==> config.mk <==
export PLATFORM = sky130hd
export DESIGN_NAME = class_aware_bounded_write_queue_flat
export DESIGN_NICKNAME = d
export VERILOG_FILES = /design/src/design/cabwq_pkg.sv /design/src/design/cabwq_in_if.sv /design/src/design/cabwq_out_if.sv /design/src/design/cabwq_store.sv /design/src/design/class_aware_bounded_write_queue.sv /design/src/flat_wrapper.sv
export SDC_FILE = /design/constraint.sdc
export NUM_CORES = 1
export LEC_CHECK = 0
export BUFFER_PORTS_ARGS = -buffer_cell sky130_fd_sc_hd__buf_2
export CORE_UTILIZATION = 55
export DETAILED_ROUTE_END_ITERATION = 16
export GPL_TIMING_DRIVEN = 0
export HOLD_SLACK_MARGIN = 0.03
export PLACE_DENSITY = 0.77
export SYNTH_ARGS = -nofsm -noshare
export SYNTH_HDL_FRONTEND = slang
export SYNTH_SLANG_ARGS = --single-unit
export TNS_END_PERCENT = 20
==> constraint.sdc <==
create_clock -name clk -period 10.82 [get_ports clk]
set_input_delay 2.164 -clock clk [delete_from_list [all_inputs] [get_ports clk]]
set_output_delay 2.164 -clock clk [all_outputs]
set_load 0.1 [all_outputs]
==> src/design/cabwq_pkg.sv <==
// Shared types, constants and helpers of the class-aware bounded write queue.
`default_nettype none
package cabwq_pkg;

  localparam int QUEUE_DEPTH = 16;
  localparam int ADDR_W      = (QUEUE_DEPTH > 1) ? $clog2(QUEUE_DEPTH) : 1;
  localparam int CNT_W       = $clog2(QUEUE_DEPTH + 1);

  localparam int OP_W        = 2;
  localparam int PAYLOAD_W   = 32;
  localparam int KIND_W      = 2;
  localparam int OCC_W       = 5;
  localparam int DROPS_W     = 32;
  localparam int LIMIT_W     = 5;
  localparam logic [LIMIT_W-1:0] LIMIT_RESET = 5'd16;

  localparam int CFG_DATA_W  = 32;
  localparam int CFG_ADDR_W  = 3;
  localparam int CFG_IDX_W   = CFG_ADDR_W - 2;
  localparam logic [CFG_IDX_W-1:0] REG_DEPTH_LIMIT = 1'b0;

  typedef enum logic [OP_W-1:0] {
    OP_PUSH  = 2'd0,
    OP_POP   = 2'd1,
    OP_PROBE = 2'd2,
    OP_STOP  = 2'd3
  } op_t;

  typedef enum logic [KIND_W-1:0] {
    DROP_NONE        = 2'd0,
    DROP_TELE_EVICT  = 2'd1,
    DROP_CMD_DROP    = 2'd2,
    DROP_TELE_REJECT = 2'd3
  } drop_t;

  typedef struct packed {
    logic                 is_command;
    logic [PAYLOAD_W-1:0] payload;
  } entry_t;

  typedef struct packed {
    logic              en;
    logic [ADDR_W-1:0] addr;
    entry_t            data;
  } mem_wr_t;

  typedef struct packed {
    logic                 push_stored;
    drop_t                drop_kind;
    logic                 pop_valid;
    logic [PAYLOAD_W-1:0] pop_payload;
    logic                 pop_is_command;
    logic                 probe_due;
    logic [OCC_W-1:0]     occupancy;
    logic [DROPS_W-1:0]   telemetry_drops;
    logic [DROPS_W-1:0]   command_drops;
    logic                 stopped;
  } out_item_t;

  // Circular-buffer slot of the entry at offset off from the head.
  function automatic logic [ADDR_W-1:0] wrap_idx(input logic [ADDR_W-1:0] base,
                                                 input logic [CNT_W-1:0] off);
    logic [CNT_W:0] sum;
    sum = (CNT_W+1)'(base) + (CNT_W+1)'(off);
    if (sum >= (CNT_W+1)'(QUEUE_DEPTH)) begin
      sum = sum - (CNT_W+1)'(QUEUE_DEPTH);
    end
    return sum[ADDR_W-1:0];
  endfunction

endpackage
`default_nettype wire

==> src/design/cabwq_in_if.sv <==
// Input channel of the write queue: operation, task class and task handle.
`default_nettype none
interface cabwq_in_if;
  import cabwq_pkg::*;

  logic                 valid;
  logic                 ready;
  logic [OP_W-1:0]      operation;
  logic                 is_command;
  logic [PAYLOAD_W-1:0] task_payload;

  modport source(output valid, output operation, output is_command, output task_payload,
                 input ready);
  modport sink(input valid, input operation, input is_command, input task_payload,
               output ready);
endinterface
`default_nettype wire

==> src/design/cabwq_out_if.sv <==
// Result channel of the write queue: one status item per accepted operation.
`default_nettype none
interface cabwq_out_if;
  import cabwq_pkg::*;

  logic                 valid;
  logic                 ready;
  logic                 push_stored;
  logic [KIND_W-1:0]    drop_kind;
  logic                 pop_valid;
  logic [PAYLOAD_W-1:0] pop_payload;
  logic                 pop_is_command;
  logic                 probe_due;
  logic [OCC_W-1:0]     occupancy;
  logic [DROPS_W-1:0]   telemetry_drops;
  logic [DROPS_W-1:0]   command_drops;
  logic                 stopped;

  modport source(output valid, output push_stored, output drop_kind, output pop_valid,
                 output pop_payload, output pop_is_command, output probe_due,
                 output occupancy, output telemetry_drops, output command_drops,
                 output stopped, input ready);
  modport sink(input valid, input push_stored, input drop_kind, input pop_valid,
               input pop_payload, input pop_is_command, input probe_due,
               input occupancy, input telemetry_drops, input command_drops,
               input stopped, output ready);
endinterface
`default_nettype wire

==> src/design/cabwq_store.sv <==
// Entry store of the write queue: one write port and one registered read port.
`default_nettype none
module cabwq_store (
  input  logic                        clk,
  input  cabwq_pkg::mem_wr_t          wr,
  input  logic [cabwq_pkg::ADDR_W-1:0] rd_addr,
  output cabwq_pkg::entry_t           rd_data
);
  import cabwq_pkg::*;

  entry_t mem [QUEUE_DEPTH];
  entry_t rd_data_r;

  always_ff @(posedge clk) begin
    if (wr.en) begin
      mem[wr.addr] <= wr.data;
    end
    rd_data_r <= mem[rd_addr];
  end

  assign rd_data = rd_data_r;

endmodule
`default_nettype wire

==> src/design/class_aware_bounded_write_queue.sv <==
// Top level of the class-aware bounded write queue with its sequencer and register port.
`default_nettype none
// A circular queue of up to QUEUE_DEPTH write tasks, each a command or telemetry, held in an
// entry store with one write port and one registered read port, and worked on one operation
// at a time by a small sequencer. A push at the capacity limit walks the queue from the head
// for the oldest telemetry entry, reading and then checking each entry, and then closes the
// gap by moving each later entry one slot, a read and then a write per entry. If there is no
// telemetry entry, a command push drops the oldest entry and a telemetry push is rejected.
// A finished result waits in the output register while the next operation is taken.
module class_aware_bounded_write_queue (
  input  logic                            clk,
  input  logic                            rst_n,
  cabwq_in_if.sink                        in_ch,
  cabwq_out_if.source                     out_ch,
  input  logic                            cfg_psel,
  input  logic                            cfg_penable,
  input  logic                            cfg_pwrite,
  input  logic [cabwq_pkg::CFG_ADDR_W-1:0] cfg_paddr,
  input  logic [cabwq_pkg::CFG_DATA_W-1:0] cfg_pwdata,
  output logic [cabwq_pkg::CFG_DATA_W-1:0] cfg_prdata,
  output logic                            cfg_pready
);
  import cabwq_pkg::*;

  typedef enum logic [3:0] {
    S_IDLE,
    S_SCAN_RD,
    S_SCAN_CHK,
    S_SHIFT_CHK,
    S_SHIFT_RD,
    S_SHIFT_WR,
    S_APPEND,
    S_POP_RD,
    S_POP_GET,
    S_FINISH
  } state_t;

  state_t               state_r;
  logic [ADDR_W-1:0]    head_r;
  logic [CNT_W-1:0]     count_r;
  logic [CNT_W-1:0]     idx_r;
  logic [DROPS_W-1:0]   tele_r;
  logic [DROPS_W-1:0]   cmd_r;
  logic                 probe_r;
  logic                 stop_r;
  logic [LIMIT_W-1:0]   limit_r;
  logic                 cls_r;
  logic [PAYLOAD_W-1:0] pay_r;
  out_item_t            res_r;
  out_item_t            out_r;
  logic                 out_valid_r;

  mem_wr_t              mem_wr;
  logic [ADDR_W-1:0]    rd_addr;
  entry_t               rd_data;

  logic [CNT_W-1:0]     eff_limit;
  logic [CNT_W:0]       idx_inc;
  logic [CNT_W:0]       count_x;
  logic [CFG_IDX_W-1:0] cfg_idx;
  logic                 cfg_wr;
  logic                 in_xfer;
  logic                 out_xfer;
  logic [ADDR_W-1:0]    head_inc;
  logic                 probe_hit;
  out_item_t            res_init;
  out_item_t            fin_item;

  cabwq_store u_store (
    .clk     (clk),
    .wr      (mem_wr),
    .rd_addr (rd_addr),
    .rd_data (rd_data)
  );

  assign cfg_idx    = cfg_paddr[CFG_ADDR_W-1:2];
  assign cfg_wr     = cfg_psel && cfg_penable && cfg_pwrite;
  assign cfg_pready = 1'b1;
  assign cfg_prdata = (cfg_idx == REG_DEPTH_LIMIT) ? CFG_DATA_W'(limit_r) : '0;

  assign idx_inc  = {1'b0, idx_r} + (CNT_W+1)'(1);
  assign count_x  = {1'b0, count_r};
  assign head_inc = wrap_idx(head_r, CNT_W'(1));

  assign probe_hit = (op_t'(in_ch.operation) == OP_POP) && (count_r == '0) && !stop_r &&
                     probe_r;

  always_comb begin
    res_init           = '0;
    res_init.probe_due = probe_hit;
  end

  always_comb begin
    fin_item                 = res_r;
    fin_item.occupancy       = OCC_W'(count_r);
    fin_item.telemetry_drops = tele_r;
    fin_item.command_drops   = cmd_r;
    fin_item.stopped         = stop_r;
  end

  always_comb begin
    if (limit_r == '0) begin
      eff_limit = CNT_W'(1);
    end else if (32'(limit_r) > QUEUE_DEPTH) begin
      eff_limit = CNT_W'(QUEUE_DEPTH);
    end else begin
      eff_limit = CNT_W'(limit_r);
    end
  end

  always_comb begin
    mem_wr  = '0;
    rd_addr = wrap_idx(head_r, idx_r);
    case (state_r)
      S_SHIFT_RD: begin
        rd_addr = wrap_idx(head_r, idx_inc[CNT_W-1:0]);
      end
      S_SHIFT_WR: begin
        mem_wr.en   = 1'b1;
        mem_wr.addr = wrap_idx(head_r, idx_r);
        mem_wr.data = rd_data;
      end
      S_APPEND: begin
        if (count_r < CNT_W'(QUEUE_DEPTH)) begin
          mem_wr.en              = 1'b1;
          mem_wr.addr            = wrap_idx(head_r, count_r);
          mem_wr.data.is_command = cls_r;
          mem_wr.data.payload    = pay_r;
        end
      end
      default: begin
      end
    endcase
  end

  assign in_ch.ready = (state_r == S_IDLE);
  assign in_xfer     = in_ch.valid && in_ch.ready;
  assign out_xfer    = out_valid_r && out_ch.ready;

  always_ff @(posedge clk) begin
    if (!rst_n) begin
      state_r     <= S_IDLE;
      head_r      <= '0;
      count_r     <= '0;
      idx_r       <= '0;
      tele_r      <= '0;
      cmd_r       <= '0;
      probe_r     <= 1'b0;
      stop_r      <= 1'b0;
      limit_r     <= LIMIT_RESET;
      out_valid_r <= 1'b0;
    end else begin
      if (cfg_wr && (cfg_idx == REG_DEPTH_LIMIT)) begin
        limit_r <= cfg_pwdata[LIMIT_W-1:0];
      end
      if (out_xfer && (state_r != S_FINISH)) begin
        out_valid_r <= 1'b0;
      end
      case (state_r)
        S_IDLE: begin
          if (in_xfer) begin
            cls_r <= in_ch.is_command;
            pay_r <= in_ch.task_payload;
            res_r <= res_init;
            idx_r <= '0;
            case (op_t'(in_ch.operation))
              OP_PUSH: begin
                if (stop_r) begin
                  state_r <= S_FINISH;
                end else if (count_r >= eff_limit) begin
                  state_r <= S_SCAN_RD;
                end else begin
                  state_r <= S_APPEND;
                end
              end
              OP_POP: begin
                if (count_r != '0) begin
                  state_r <= S_POP_RD;
                end else begin
                  if (!stop_r && probe_r) begin
                    probe_r <= 1'b0;
                  end
                  state_r <= S_FINISH;
                end
              end
              OP_PROBE: begin
                if (!stop_r) begin
                  probe_r <= 1'b1;
                end
                state_r <= S_FINISH;
              end
              OP_STOP: begin
                stop_r  <= 1'b1;
                state_r <= S_FINISH;
              end
              default: begin
                state_r <= S_FINISH;
              end
            endcase
          end
        end
        S_SCAN_RD: begin
          state_r <= S_SCAN_CHK;
        end
        S_SCAN_CHK: begin
          if (!rd_data.is_command) begin
            res_r.drop_kind <= DROP_TELE_EVICT;
            tele_r          <= (tele_r == '1) ? tele_r : tele_r + DROPS_W'(1);
            state_r         <= S_SHIFT_CHK;
          end else if (idx_inc == count_x) begin
            if (cls_r) begin
              res_r.drop_kind <= DROP_CMD_DROP;
              cmd_r           <= (cmd_r == '1) ? cmd_r : cmd_r + DROPS_W'(1);
              head_r          <= head_inc;
              count_r         <= count_r - CNT_W'(1);
              state_r         <= S_APPEND;
            end else begin
              res_r.drop_kind <= DROP_TELE_REJECT;
              tele_r          <= (tele_r == '1) ? tele_r : tele_r + DROPS_W'(1);
              state_r         <= S_FINISH;
            end
          end else begin
            idx_r   <= idx_inc[CNT_W-1:0];
            state_r <= S_SCAN_RD;
          end
        end
        S_SHIFT_CHK: begin
          if (idx_inc < count_x) begin
            state_r <= S_SHIFT_RD;
          end else begin
            count_r <= count_r - CNT_W'(1);
            state_r <= S_APPEND;
          end
        end
        S_SHIFT_RD: begin
          state_r <= S_SHIFT_WR;
        end
        S_SHIFT_WR: begin
          idx_r   <= idx_inc[CNT_W-1:0];
          state_r <= S_SHIFT_CHK;
        end
        S_APPEND: begin
          if (count_r < CNT_W'(QUEUE_DEPTH)) begin
            count_r           <= count_r + CNT_W'(1);
            res_r.push_stored <= 1'b1;
          end
          state_r <= S_FINISH;
        end
        S_POP_RD: begin
          state_r <= S_POP_GET;
        end
        S_POP_GET: begin
          res_r.pop_valid      <= 1'b1;
          res_r.pop_payload    <= rd_data.payload;
          res_r.pop_is_command <= rd_data.is_command;
          head_r               <= head_inc;
          count_r              <= count_r - CNT_W'(1);
          state_r              <= S_FINISH;
        end
        S_FINISH: begin
          if (!out_valid_r || out_ch.ready) begin
            out_r       <= fin_item;
            out_valid_r <= 1'b1;
            state_r     <= S_IDLE;
          end
        end
        default: begin
          state_r <= S_IDLE;
        end
      endcase
    end
  end

  assign out_ch.valid           = out_valid_r;
  assign out_ch.push_stored     = out_r.push_stored;
  assign out_ch.drop_kind       = out_r.drop_kind;
  assign out_ch.pop_valid       = out_r.pop_valid;
  assign out_ch.pop_payload     = out_r.pop_payload;
  assign out_ch.pop_is_command  = out_r.pop_is_command;
  assign out_ch.probe_due       = out_r.probe_due;
  assign out_ch.occupancy       = out_r.occupancy;
  assign out_ch.telemetry_drops = out_r.telemetry_drops;
  assign out_ch.command_drops   = out_r.command_drops;
  assign out_ch.stopped         = out_r.stopped;

`ifndef SYNTHESIS
  a_count_bound: assert property (@(posedge clk) disable iff (!rst_n)
    count_r <= CNT_W'(QUEUE_DEPTH))
    else $error("Queue occupancy exceeds its depth.");

  a_stop_sticky: assert property (@(posedge clk) disable iff (!rst_n)
    stop_r |=> stop_r)
    else $error("Stop flag cleared without reset.");

  a_tele_monotonic: assert property (@(posedge clk) disable iff (!rst_n)
    1'b1 |=> tele_r >= $past(tele_r))
    else $error("Telemetry drop total decreased.");
`endif

endmodule
`default_nettype wire
==> src/flat_wrapper.sv <==
// flat-port wrapper written by rule: the top's interface ports become plain ports
module class_aware_bounded_write_queue_flat import cabwq_pkg::*;
  (clk, rst_n, cfg_psel, cfg_penable, cfg_pwrite, cfg_paddr, cfg_pwdata, cfg_prdata, cfg_pready, in_ch_valid, in_ch_operation, in_ch_is_command, in_ch_task_payload, in_ch_ready, out_ch_valid, out_ch_push_stored, out_ch_drop_kind, out_ch_pop_valid, out_ch_pop_payload, out_ch_pop_is_command, out_ch_probe_due, out_ch_occupancy, out_ch_telemetry_drops, out_ch_command_drops, out_ch_stopped, out_ch_ready);
  cabwq_in_if in_ch_i ();
  cabwq_out_if out_ch_i ();
  input  logic clk;
  input  logic rst_n;
  input  logic cfg_psel;
  input  logic cfg_penable;
  input  logic cfg_pwrite;
  input  logic [cabwq_pkg::CFG_ADDR_W-1:0] cfg_paddr;
  input  logic [cabwq_pkg::CFG_DATA_W-1:0] cfg_pwdata;
  output logic [cabwq_pkg::CFG_DATA_W-1:0] cfg_prdata;
  output logic cfg_pready;
  input wire logic [$bits(in_ch_i.valid)-1:0] in_ch_valid;
  input wire logic [$bits(in_ch_i.operation)-1:0] in_ch_operation;
  input wire logic [$bits(in_ch_i.is_command)-1:0] in_ch_is_command;
  input wire logic [$bits(in_ch_i.task_payload)-1:0] in_ch_task_payload;
  output wire logic [$bits(in_ch_i.ready)-1:0] in_ch_ready;
  output wire logic [$bits(out_ch_i.valid)-1:0] out_ch_valid;
  output wire logic [$bits(out_ch_i.push_stored)-1:0] out_ch_push_stored;
  output wire logic [$bits(out_ch_i.drop_kind)-1:0] out_ch_drop_kind;
  output wire logic [$bits(out_ch_i.pop_valid)-1:0] out_ch_pop_valid;
  output wire logic [$bits(out_ch_i.pop_payload)-1:0] out_ch_pop_payload;
  output wire logic [$bits(out_ch_i.pop_is_command)-1:0] out_ch_pop_is_command;
  output wire logic [$bits(out_ch_i.probe_due)-1:0] out_ch_probe_due;
  output wire logic [$bits(out_ch_i.occupancy)-1:0] out_ch_occupancy;
  output wire logic [$bits(out_ch_i.telemetry_drops)-1:0] out_ch_telemetry_drops;
  output wire logic [$bits(out_ch_i.command_drops)-1:0] out_ch_command_drops;
  output wire logic [$bits(out_ch_i.stopped)-1:0] out_ch_stopped;
  input wire logic [$bits(out_ch_i.ready)-1:0] out_ch_ready;
  assign in_ch_i.valid = in_ch_valid;
  assign in_ch_i.operation = in_ch_operation;
  assign in_ch_i.is_command = in_ch_is_command;
  assign in_ch_i.task_payload = in_ch_task_payload;
  assign in_ch_ready = in_ch_i.ready;
  assign out_ch_valid = out_ch_i.valid;
  assign out_ch_push_stored = out_ch_i.push_stored;
  assign out_ch_drop_kind = out_ch_i.drop_kind;
  assign out_ch_pop_valid = out_ch_i.pop_valid;
  assign out_ch_pop_payload = out_ch_i.pop_payload;
  assign out_ch_pop_is_command = out_ch_i.pop_is_command;
  assign out_ch_probe_due = out_ch_i.probe_due;
  assign out_ch_occupancy = out_ch_i.occupancy;
  assign out_ch_telemetry_drops = out_ch_i.telemetry_drops;
  assign out_ch_command_drops = out_ch_i.command_drops;
  assign out_ch_stopped = out_ch_i.stopped;
  assign out_ch_i.ready = out_ch_ready;
  class_aware_bounded_write_queue u_core (.clk(clk), .rst_n(rst_n), .in_ch(in_ch_i), .out_ch(out_ch_i), .cfg_psel(cfg_psel), .cfg_penable(cfg_penable), .cfg_pwrite(cfg_pwrite), .cfg_paddr(cfg_paddr), .cfg_pwdata(cfg_pwdata), .cfg_prdata(cfg_prdata), .cfg_pready(cfg_pready));
endmodule
==> metrics.cfg <==
[sta]
setup_slack_ns=5.82
maxSlewViolCount=0
hold_viol_final=0
min_period_over_period_pct=46.2
rsz0062_at_grt=false
skew_ns=0.0254
setup-violations-final=0
maxSlewHeadroom_pct=15.0
worst_slew_pin_slew_ns=1.26
fin_setup_tns_ns=0
fin_crit_ns=5.00
fmax_ghz=0.200

[finish]
nNetsFinal=2512
fillers=3989
area_growth_pct=16.2
drive_gt1_share_pct=17.1

[clock_network]
clock-sinks=830
post_cts.repair.setup_buffers=0
root_buffer=clkbuf_16
htree_levels=3
cts_resized=0
clk_pin_slew_ns=0.06
cts_hold_buffers=0
cts_buffers=82
clk_path_buf_depth=3
clk_latency_ns=0.64
cts_tree=done

[detailed_routing]
dr_total_vias=19268
drc=0
route.met3.wl_um=5620
drtPass1Iterations=5
wl_met1_um=30300
postRouteAntennaNets=0
via_per_inst=5.95
wl_met2_um=36800
routedWlPerCell_um=23.3
first_iter_violations=1734
wl_um=75500
top_layer=met4

[logic_synthesis]
netlist_instances=2109
synth_top_cell_by_area=edfxtp_1
synth.area.top_cells=edfxtp_1 (65%), mux2i_1 (8.5%), dfxtp_1 (7.5%), a22oi_1 (3.1%), a21oi_1 (1.5%)
seq_area_frac_synth_pct=72.6
synth-xor-area-share_pct=1.55
synth_cell_types=65
synthSimpleGateAreaFrac_pct=6.39
synth_compound_area_share_pct=7.25
synth_edf_count=707
synth_top_area_share_pct=65.1
synth_fa_ha_area_share_pct=1.32
synthArstFlopShare_pct=0
synth_warnings=0
synth_top_family_by_area=multiplexers
ys_ff_latch=830
avgSynthCellArea_um2=15.5
synthFlopType=edfxtp_1
synth.area.mux_share_pct=8.50
syn_area_mm2=0.0326

[setup_path]
path_max_fanout=6
crit_type=in2out
critical-path-slowest-cell=buf_2
cp_num_buf_inv=2
crit_path_end=cfg_prdata[3]
arrival_ns=2.83
required_ns=8.66
cp_common_cell=buf_2
critical_path.startpoint=cfg_paddr[2]
cpLargestDelayFamily=buffers and inverters
cp-end-kind=output pin
timing.rr.end=u_core.u_store.mem[14][5]$_DFFE_PP_
cpPeakStageDelay_ns=0.43
reg2reg_from=u_core.state_r[1]$_SDFFE_PN0P_
reg2reg_slack_ns=6.85
reg2regPathDepth=7
startpoint_type=input pin
crit_chain=buf_2 -> nor2b_1 -> buf_2
cp.depth=3

[power]
power_density_mw_per_mm2=224
p_leak_nw=12.4
irDropWorstVdd_mv=0.155

[run_status]
status=finished, final reports clean

[floorplanning]
start_util_pct=56.1
die-area_mm2=0.0603
core_mm2=0.0581
dieHeight_um=246
fp-row-count=88
die_w_um=246
ios=220

[global_route]
grt_pass1_vias=19274
grt_overflow=0
grt_antenna_before_repair=2
grt_use_total_pct=25.0
grt_max_degree=35
grt_pass1_wl_um=113000

[place]
dp_hpwl_um=48400
gp_congestion=0.894
place_ws_ns=5.76
port_buffers=162

[min_path]
min-delay-start=u_core.fin_item[75]$_DFFE_PP_
hp-class=reg2reg

[job]
max_cap_viol_count=0

## metrics by stage
step | total power [mW] | util (%) | std cells | hold WS [ns] | area [um2]
2_1_floorplan | 5.12 | - | 2135 | 0.400 | 32700
3_3_place_gp | 5.58 | 59.3 | 3062 | 0.402 | 34500
3_5_place_dp | 5.63 | 60.4 | 3084 | 0.405 | 35100
4_1_cts | 8.50 | 65.2 | 3237 | 0.415 | 37900
5_1_grt | 8.74 | 65.2 | 3239 | 0.414 | 37900
6_report | 8.49 | 65.2 | 3240 | 0.411 | 37900
## layer usage
metal | vias to the layer above | track usage, %
met5 | - | 0
met2 | 845 | 41.4
met3 | 178 | 4.51
met1 | 9599 | 32.7
li1 | 8646 | -
met4 | 0 | 10.5
## how the worst min path moves through the flow
| stage | end | slack [ns] | cells past startpoint |
|---|---|---|---|
| 2_1_floorplan | u_core.out_ch.drop_kind[0]$_DFFE_PP_ | 0.40 | 0 |
| 3_3_place_gp | u_core.out_ch.pop_payload[30]$_DFFE_PP_ | 0.40 | 0 |
| 3_5_place_dp | u_core.out_ch.pop_payload[23]$_DFFE_PP_ | 0.40 | 0 |
| 4_1_cts | u_core.out_ch.pop_payload[3]$_DFFE_PP_ | 0.41 | 0 |
| 5_1_grt | u_core.out_ch.pop_payload[3]$_DFFE_PP_ | 0.41 | 0 |
| 6_report | u_core.out_ch.pop_payload[3]$_DFFE_PP_ | 0.41 | 0 |
## placed cells by master, fill, tap and decap left out, types with 15 or more instances in the layout
cell type	netlist	layout
a22o_1	33	33
mux2i_1	276	276
xnor2_1	34	34
buf_2	38	200
inv_1	26	26
buf_4	29	30
buf_1	15	15
nand2_1	95	95
clkbuf_16	0	84
and2_1	44	44
nor2_4	0	19
xor2_1	22	22
nor2_1	106	87
conb_1	2	28
nand3_1	40	40
dfxtp_1	123	123
a22oi_1	134	134
nor3_1	17	17
nand4_1	22	22
a21oi_1	98	98
clkbuf_8	0	17
ha_1	28	28
edfxtp_1	707	707
clkbuf_1	45	65
o21ai_0	28	28
## cells in the mapped netlist, drive strengths merged (6+ instances only)
master / n
o21ai: 28
dfxtp: 123
clkbuf: 45
nor2: 107
mux2i: 276
nor3b: 6
a31oi: 6
xnor2: 35
a21oi: 98
a21o: 8
buf: 85
nand4: 22
nor2b: 8
or3: 13
a22o: 33
o21bai: 7
and3: 8
edfxtp: 707
inv: 26
xor2: 22
a211oi: 6
ha: 28
a22oi: 134
nor4: 16
nand2b: 8
nor3: 17
and2: 44
nand3: 40
nand2: 95
## flip-flops by register name, indices dropped and copies added (netlist names), 32 cells and up
register and flops:
u_core.out_ch.pop_payload 32, u_core.out_ch.telemetry_drops 32, u_core.tele_r 32, u_core.fin_item 38, u_core.out_ch.command_drops 32, u_core.cmd_r 32
u_core.u_store.mem 528, u_core.u_store.rd_data 33, u_core.pay_r 32
## kinds of logic after synthesis
logic type | after synthesis
muxes | 277
xor gates and xnor gates | 57
and+or+nand+nor | 407
buffers and inverters | 156
other | 2
DFF | 830
adders and majority gates | 32
AOI/OAI and AO/OA | 348
## area by class of cell
cell class | instances | area (um2) | area share (%)
buffer | 130 | 667 | 1.76
timing repair buffer | 184 | 1300 | 3.43
clock buffer | 121 | 2410 | 6.36
clock inverter | 32 | 367 | 0.967
antenna | 3 | 7.51 | 0.0198
inverter | 26 | 97.6 | 0.257
sequential | 830 | 23700 | 62.5
tap | 765 | 957 | 2.52
multi-input combinational | 1149 | 8420 | 22.2
## power breakdown
group	total, mW	internal (mW)	switching, mW	leakage [nW]
registers	3.77	3.68	0.0863	7.02
logic	1.83	0.620	1.21	4.06
clock network	2.89	1.70	1.19	1.36
total	8.49	6.00	2.48	12.4
Power figures use the tool's default switching activity.
